<file path="config.mk">
export PLATFORM = sky130hd
export DESIGN_NAME = ppm_p6_stream_parser_top
export DESIGN_NICKNAME = d
export VERILOG_FILES = /design/src/rtl/ppmp6_pkg.sv /design/src/rtl/ppm_p6_stream_parser_top.sv
export SDC_FILE = /design/constraint.sdc
export NUM_CORES = 1
export LEC_CHECK = 0
export ABC_AREA = 1
export BUFFER_PORTS_ARGS = -buffer_cell sky130_fd_sc_hd__buf_2
export CAP_MARGIN = 20
export CORE_MARGIN = 5
export CORE_UTILIZATION = 40
export DETAILED_ROUTE_END_ITERATION = 8
export PLACE_DENSITY_LB_ADDON = 0.25
export SETUP_SLACK_MARGIN = 0.5
export SYNTH_ARGS = -nofsm -noshare
export SYNTH_HDL_FRONTEND = slang
export SYNTH_SLANG_ARGS = --single-unit
</file>
<file path="constraint.sdc">
create_clock -name clk_i -period 4.71 [get_ports clk_i]
set_input_delay 0.471 -clock clk_i [delete_from_list [all_inputs] [get_ports clk_i]]
set_output_delay 0.471 -clock clk_i [all_outputs]
set_load 0.03 [all_outputs]
</file>
<file path="src/rtl/ppmp6_pkg.sv">
// Package for the P6 stream parser: parse phases, result status codes,
// byte classes and sizing constants. No dependencies.
package ppmp6_pkg;

  // Width and height register size; dimension outputs carry the low 16 bits
  localparam int unsigned DimBits   = 16;
  localparam int unsigned OutDimW   = 16;
  localparam int unsigned DigitBits = 4;
  localparam int unsigned WideBits  = DimBits + DigitBits;

  localparam logic [7:0] CharP    = 8'h50;  // 'P'
  localparam logic [7:0] Char6    = 8'h36;  // '6'
  localparam logic [7:0] CharZero = 8'h30;  // '0'
  localparam logic [7:0] CharNine = 8'h39;  // '9'
  localparam logic [7:0] CharSp   = 8'h20;  // space
  localparam logic [7:0] CharTab  = 8'h09;  // TAB, first of TAB..CR
  localparam logic [7:0] CharCr   = 8'h0D;  // CR, last of TAB..CR

  localparam logic [DimBits-1:0] MaxValue = DimBits'(255);

  typedef enum logic [3:0] {
    PH_MAGIC_P   = 4'd0,
    PH_MAGIC_6   = 4'd1,
    PH_SEP_FIRST = 4'd2,
    PH_GAP_W     = 4'd3,
    PH_NUM_W     = 4'd4,
    PH_GAP_H     = 4'd5,
    PH_NUM_H     = 4'd6,
    PH_GAP_M     = 4'd7,
    PH_NUM_M     = 4'd8,
    PH_RASTER    = 4'd9,
    PH_DONE      = 4'd10,
    PH_ERROR     = 4'd11,
    PH_TRUNC     = 4'd12
  } phase_e;

  typedef enum logic [2:0] {
    ST_HEADER = 3'd0,
    ST_PIXEL  = 3'd1,
    ST_LAST   = 3'd2,
    ST_ERROR  = 3'd3,
    ST_TRUNC  = 3'd4,
    ST_IGNORE = 3'd5
  } status_e;

  // Space, TAB, LF, VT, FF, CR
  function automatic logic is_ws(input logic [7:0] b);
    return (b == CharSp) || ((b >= CharTab) && (b <= CharCr));
  endfunction

  function automatic logic is_digit(input logic [7:0] b);
    return (b >= CharZero) && (b <= CharNine);
  endfunction

endpackage

</file>
<file path="src/rtl/ppm_p6_stream_parser_top.sv">
// P6 stream parser top level: header parse, raster counting, result register.
// Depends on ppmp6_pkg.
//
//   channel  direction  handshake                 fields
//   in       input      in_valid_i / in_stall_o   data_byte, start_of_file, end_of_stream
//   out      output     out_valid_o / out_stall_i status, pixel_value, image_width,
//                                                 image_height
//
// One item per cycle while the input is not stalled: each byte passes through the
// phase logic and lands in the result register on the edge that accepts it.
// The input stalls only while a held result is itself stalled.
// Reset (rst_ni low) returns the parser to the first magic byte with no result held.
// start_of_file restarts the parser on that same byte.
module ppm_p6_stream_parser_top (
  input  logic       clk_i,
  input  logic       rst_ni,
  input  logic       in_valid_i,
  output logic       in_stall_o,
  input  logic [7:0] data_byte_i,
  input  logic       start_of_file_i,
  input  logic       end_of_stream_i,
  output logic       out_valid_o,
  input  logic       out_stall_i,
  output logic [2:0] status_o,
  output logic [7:0] pixel_value_o,
  output logic [ppmp6_pkg::OutDimW-1:0] image_width_o,
  output logic [ppmp6_pkg::OutDimW-1:0] image_height_o
);
  import ppmp6_pkg::*;

  phase_e               phase_q, phase_d, phase_eff, phase_n;
  logic [DimBits-1:0]   acc_q, acc_d, acc_eff;
  logic [DimBits-1:0]   width_q, width_d, width_eff;
  logic [DimBits-1:0]   height_q, height_d, height_eff;
  logic [1:0]           chan_q, chan_d, chan_eff;
  logic [DimBits-1:0]   col_q, col_d, col_eff;
  logic [DimBits-1:0]   row_q, row_d, row_eff;

  logic                 out_valid_q;
  status_e              status_q, status_d;
  logic [7:0]           pix_q, pix_d;
  logic [OutDimW-1:0]   img_w_q, img_w_d, img_h_q, img_h_d;

  logic                 in_accept;
  logic                 b_ws, b_digit;
  logic [WideBits-1:0]  acc_wide;
  logic                 dim_ovf, max_ovf;
  logic                 col_end, row_end;
  logic                 bad, trunc, last;

  // Handshake: accept while the result register is free or draining
  assign in_stall_o  = out_valid_q && out_stall_i;
  assign in_accept   = in_valid_i && !in_stall_o;
  assign out_valid_o = out_valid_q;

  // Start of file resets the state seen by this byte
  assign phase_eff  = start_of_file_i ? PH_MAGIC_P : phase_q;
  assign acc_eff    = start_of_file_i ? '0 : acc_q;
  assign width_eff  = start_of_file_i ? '0 : width_q;
  assign height_eff = start_of_file_i ? '0 : height_q;
  assign chan_eff   = start_of_file_i ? '0 : chan_q;
  assign col_eff    = start_of_file_i ? '0 : col_q;
  assign row_eff    = start_of_file_i ? '0 : row_q;

  // Byte classes and decimal accumulate (acc*10 + digit as two shifts)
  assign b_ws     = is_ws(data_byte_i);
  assign b_digit  = is_digit(data_byte_i);
  assign acc_wide = WideBits'({acc_eff, 3'b000}) + WideBits'({acc_eff, 1'b0})
                  + WideBits'(data_byte_i[DigitBits-1:0]);
  assign dim_ovf  = |acc_wide[WideBits-1:DimBits];
  assign max_ovf  = acc_wide > WideBits'(MaxValue);

  // Raster position wrap checks
  assign col_end = ({1'b0, col_eff} + 1'b1) >= {1'b0, width_eff};
  assign row_end = ({1'b0, row_eff} + 1'b1) >= {1'b0, height_eff};

  // Next state
  always_comb begin
    phase_n  = phase_eff;
    acc_d    = acc_eff;
    width_d  = width_eff;
    height_d = height_eff;
    chan_d   = chan_eff;
    col_d    = col_eff;
    row_d    = row_eff;
    bad      = 1'b0;
    last     = 1'b0;
    unique case (phase_eff)
      PH_MAGIC_P: begin
        if (data_byte_i == CharP) phase_n = PH_MAGIC_6;
        else bad = 1'b1;
      end
      PH_MAGIC_6: begin
        if (data_byte_i == Char6) phase_n = PH_SEP_FIRST;
        else bad = 1'b1;
      end
      PH_SEP_FIRST: begin
        if (b_ws) phase_n = PH_GAP_W;
        else bad = 1'b1;
      end
      PH_GAP_W, PH_GAP_H, PH_GAP_M: begin
        if (!b_ws) begin
          if (!b_digit) begin
            bad = 1'b1;
          end else begin
            // a single digit never exceeds either limit
            acc_d = DimBits'(data_byte_i[DigitBits-1:0]);
            case (phase_eff)
              PH_GAP_W: phase_n = PH_NUM_W;
              PH_GAP_H: phase_n = PH_NUM_H;
              default:  phase_n = PH_NUM_M;
            endcase
          end
        end
      end
      PH_NUM_W, PH_NUM_H: begin
        if (b_digit) begin
          if (dim_ovf) bad = 1'b1;
          else acc_d = acc_wide[DimBits-1:0];
        end else if (b_ws && (acc_eff != '0)) begin
          if (phase_eff == PH_NUM_W) begin
            width_d = acc_eff;
            phase_n = PH_GAP_H;
          end else begin
            height_d = acc_eff;
            phase_n  = PH_GAP_M;
          end
          acc_d = '0;
        end else begin
          bad = 1'b1;
        end
      end
      PH_NUM_M: begin
        if (b_digit) begin
          if (max_ovf) bad = 1'b1;
          else acc_d = acc_wide[DimBits-1:0];
        end else if (b_ws && (acc_eff == MaxValue)) begin
          acc_d   = '0;
          chan_d  = '0;
          col_d   = '0;
          row_d   = '0;
          phase_n = PH_RASTER;
        end else begin
          bad = 1'b1;
        end
      end
      PH_RASTER: begin
        if (chan_eff >= 2'd2) begin
          chan_d = '0;
          if (col_end) begin
            col_d = '0;
            if (row_end) begin
              phase_n = PH_DONE;
              last    = 1'b1;
            end else begin
              row_d = row_eff + 1'b1;
            end
          end else begin
            col_d = col_eff + 1'b1;
          end
        end else begin
          chan_d = chan_eff + 1'b1;
        end
      end
      PH_DONE, PH_TRUNC: ;
      default: bad = 1'b1;  // sticky error
    endcase

    // Errors win over early end of stream
    trunc = !bad && end_of_stream_i && (phase_n != PH_DONE);
    if (bad)        phase_d = PH_ERROR;
    else if (trunc) phase_d = PH_TRUNC;
    else            phase_d = phase_n;
  end

  // Result fields
  always_comb begin
    if (bad) begin
      status_d = ST_ERROR;
    end else if (trunc) begin
      status_d = ST_TRUNC;
    end else begin
      unique case (phase_eff)
        PH_RASTER: status_d = last ? ST_LAST : ST_PIXEL;
        PH_DONE:   status_d = ST_IGNORE;
        PH_TRUNC:  status_d = ST_TRUNC;
        default:   status_d = ST_HEADER;
      endcase
    end
    pix_d = ((status_d == ST_PIXEL) || (status_d == ST_LAST)) ? data_byte_i : 8'd0;
    if ((phase_d == PH_RASTER) || (phase_d == PH_DONE)) begin
      img_w_d = OutDimW'(width_d);
      img_h_d = OutDimW'(height_d);
    end else begin
      img_w_d = '0;
      img_h_d = '0;
    end
  end

  // Parser state
  always_ff @(posedge clk_i or negedge rst_ni) begin
    if (!rst_ni) begin
      phase_q  <= PH_MAGIC_P;
      acc_q    <= '0;
      width_q  <= '0;
      height_q <= '0;
      chan_q   <= '0;
      col_q    <= '0;
      row_q    <= '0;
    end else if (in_accept) begin
      phase_q  <= phase_d;
      acc_q    <= acc_d;
      width_q  <= width_d;
      height_q <= height_d;
      chan_q   <= chan_d;
      col_q    <= col_d;
      row_q    <= row_d;
    end
  end

  // Result register valid
  always_ff @(posedge clk_i or negedge rst_ni) begin
    if (!rst_ni) begin
      out_valid_q <= 1'b0;
    end else if (in_accept) begin
      out_valid_q <= 1'b1;
    end else if (!out_stall_i) begin
      out_valid_q <= 1'b0;
    end
  end

  // Result payload
  always_ff @(posedge clk_i) begin
    if (in_accept) begin
      status_q <= status_d;
      pix_q    <= pix_d;
      img_w_q  <= img_w_d;
      img_h_q  <= img_h_d;
    end
  end

  assign status_o       = status_q;
  assign pixel_value_o  = pix_q;
  assign image_width_o  = img_w_q;
  assign image_height_o = img_h_q;

  // Checks
  a_stall_needs_result: assert property (@(posedge clk_i) disable iff (!rst_ni)
    in_stall_o |-> out_valid_o)
    else $error("input stalled with no result held");

  a_error_sticky: assert property (@(posedge clk_i) disable iff (!rst_ni)
    (phase_q == PH_ERROR) && !(in_accept && start_of_file_i) |=> (phase_q == PH_ERROR))
    else $error("error phase left without start of file");

  a_last_has_dims: assert property (@(posedge clk_i) disable iff (!rst_ni)
    out_valid_o && (status_o == ST_LAST) |-> (image_width_o != '0) && (image_height_o != '0))
    else $error("last raster item without dimensions");

  a_pix_zero: assert property (@(posedge clk_i) disable iff (!rst_ni)
    out_valid_o && (status_o != ST_PIXEL) && (status_o != ST_LAST) |-> (pixel_value_o == 8'd0))
    else $error("pixel value on a non-raster item");

  a_chan_range: assert property (@(posedge clk_i) disable iff (!rst_ni)
    chan_q != 2'd3)
    else $error("channel counter out of range");

endmodule

</file>
==> flow_summary_export.csv <==
group,metric,value,unit
drt,routed_via_density,5.41,
clock_tree,cts_hold_buf,0,
pwr,p_leak,5.78,nW
run_status,outcome,"complete, no violations",
pwr,peakVddDrop,0.255,mV
timing,worst-slew-pin-transition,1010,ps
run,drv_cap,0,
floorplanning,core_region_area,26000,sq um
placed_design,place_area,11400,sq um
final_layout,finalInstanceArea,12400,sq um
drt,route.detailed.drc,0,
floorplanning,initial_utilization,40.5,%
drt,wl_per_cell,16.9,um
yosys,synth-edff-count,43,
final_layout,antenna_cells,0,
floorplanning,pin_count,59,
drt,drt_iter0_drc,965,
yosys,synth_warnings,0,
placed_design,dp_hpwl,22900,um
clock_tree,cts_tree,"built",
critical_path,cpMostUsedCell,"nand2_1",
floorplanning,dieWidth,172,um
yosys,async_flop_share,66.9,%
yosys,synth_area_per_cell,7.25,sq um
yosys,syn_area,10500,sq um
timing,hold_viol_final,0,
global_routing,grt_pass1_vias,9648,
final_layout,synthToLayoutAreaGrowth,18.0,%
critical_path,slowest_stage,"dfrtp_1",
drt,route.vias.total,10173,
timing,report.final.slew_viol_count,0,
floorplanning,fp.dieH,172,um
global_routing,antenna_found_initial,0,
drt,dr.pass1.iters,5,
yosys,synth_seq_area_share,32.9,%
critical_path,cp-end-kind,"register",
clock_tree,cts_buffers,17,
yosys,syn_inst,1452,
yosys,netlist_top_cells_area,"dfrtp_1 21%, edfxtp_1 12%, nand2_1 11%, ha_1 7.2%, inv_1 6.6%",
yosys,netlist.area_leader.share,20.7,%
floorplanning,rows,59,
drt,postRouteAntennaNets,0,
clock_tree,clk_pin_slew,70,ps
clock_tree,clock_path_buffers,2,
clock_tree,cts_max_level,4,
timing,max_freq,0.249,GHz
critical_path,crit_type,"register to register",
timing,rsz0062_at_grt,"true",
timing,fin_skew,19.4,ps
critical_path,required,4880,ps
global_routing,grt_start_max_net_pins,99,
final_layout,nets,1607,
critical_path,start_kind,"register",
clock_tree,insertion_delay,440,ps
min_path,hp-class,"input pin to asynchronous set/reset pin",
timing,maxSlewHeadroom,32.9,%
global_routing,grt_overflow,0,
final_layout,layout-drive-gt1-share,20.1,%
pwr,power_density,386,nW/um^2
timing,fin_crit_sh,85.2,%
timing,min_period,4010,ps
yosys,synth_flop_cell,"dfrtp_1",
clock_tree,cts.sinks,130,
clock_tree,cts_root_buf,"clkbuf_16",
yosys,synth_nets,1528,
drt,routed_wl,31800,um
yosys,ys_seq_elements,130,
critical_path,cp.arrival,4180,ps
yosys,netlist.top_cell.by_area,"dfrtp_1",
yosys,synthDistinctLibCells,54,
placed_design,routabilityCongestion,0.900,
pwr,p_total,4.80,mW
global_routing,grt_util_all_layers,21.5,%
global_routing,grt_pass1_wl,50700,um
placed_design,portBuffers,58,
critical_path,cp_max_fo,6,
timing,setup_viol,0,
floorplanning,dieArea,29700,sq um
critical_path,cpPeakStageDelay,370,ps
## cell type report
| class | count | area [sq um] |
|---|---|---|
| inverters | 201 | 769 |
| clock buffers | 17 | 425 |
| flip-flops and latches | 130 | 3470 |
| well taps | 335 | 419 |
| clock inverters | 15 | 159 |
| multi-input cells | 1062 | 6340 |
| repair buffers | 119 | 838 |
| fillers | 2575 | 13600 |
## sequential cells by signal, summed over array words and instances (netlist names)
register,cells
acc_q,16
chan_q,2
col_q,16
height_q,16
image_height_o,16
image_width_o,16
out_valid_o,1
phase_q,4
pixel_value_o,8
row_q,16
status_o,3
width_q,16
## cells in the mapped netlist (14+ instances only)
cell      number
o21ai_0      128
a22oi_1       24
nand2_2       14
edfxtp_1      43
nand2_1      317
o211ai_1      24
nor2_4        37
ha_1          61
nor2_1       133
a21oi_1      101
xor2_1        31
dfrtp_1       87
o22ai_1       19
nor3_1        18
inv_1        184
clkbuf_1      43
nand3_1       68
## layout by cell type, fill, tap and decap left out, types with 9 or more instances in the layout
master	synthesis	routed
dfrtp_1	87	87
nand3_1	68	58
buf_4	0	54
nand2_1	317	303
nand3_2	1	9
o211ai_1	24	24
clkbuf_16	0	18
a21oi_1	101	99
nor2_1	133	116
ha_1	61	57
o22ai_1	19	19
inv_1	184	182
o21ai_0	128	128
xor2_1	31	28
nor2_2	12	20
buf_2	4	56
nor3_2	2	10
nor2_4	37	46
nand2_2	14	25
inv_2	13	14
a22oi_1	24	24
nand4_1	13	13
edfxtp_1	43	43
a31oi_1	9	9
## timing repair
item                       CTS  global route
hold endpoints to repair     0             0
setup endpoints to repair   40            71
buffers inserted             0            14
resized for setup            8            64
gates cloned                 1             1
pin swaps                    1            26
## critical path: cells and delay by family (launching register included)
kind,cells,cell delay [ps]
and+or+nand+nor,25,2240
AOI/OAI and AO/OA,1,120
adders and majority gates,2,440
buffers and inverters,4,390
DFF,1,370
xor gates and xnor gates,1,180
## metal layers
metal / GRT usage, % / part of all wire, %
met1: 29.8 / 46
met5: 0 / 0
met3: 3.27 / 4.8
met4: 6.32 / 2.5
met2: 35.0 / 47
## through the flow
stage / setup WS, ps / utilization (%) / TNS, ps / hold slack, ps / std cells
floorplan: 469 / - / 0 / 175 / 1452
global placement: 19.1 / 43.8 / 0 / 464 / 1831
detailed placement: -58.2 / 43.8 / -1090 / 471 / 1831
CTS: 499 / 46.2 / 0 / 156 / 1864
global route: 415 / 47.8 / 0 / 192 / 1879
finish: 697 / 47.8 / 0 / 136 / 1879
## worst paths after layout
kind | slack [ps] | depth (start not counted) | to | start
hold / removal | 140 | 1 | col_q[8] | rst_ni
hold reg to reg | 480 | 2 | acc_q[5] | acc_q[5]
max in group asynchronous | 3610 | 2 | height_q[5] | rst_ni
setup reg to reg | 700 | 33 | image_height_o[7] | row_q[1]
min in group clk_i | 260 | 3 | out_valid_o | out_stall_i
setup / recovery | 700 | 33 | image_height_o[7] | row_q[1]
## power breakdown
| part | total (mW) | switching (mW) | internal (mW) |
|---|---|---|---|
| clock | 1.35 | 0.638 | 0.711 |
| combinational | 2.06 | 1.39 | 0.663 |
| sequential | 1.40 | 0.0827 | 1.31 |
## cell families (layout without fill, tap and decap cells)
kind of cell,after synthesis,in the layout,share of synthesized area [%]
buf+inv,260,352,10.3
xor+xnor,33,33,2.75
compound gates,336,336,18.4
fa+ha+maj,62,62,7.44
flops,130,130,32.9
simple gates,631,631,28.2
Note: power is estimated with default switching activity, not from simulation.
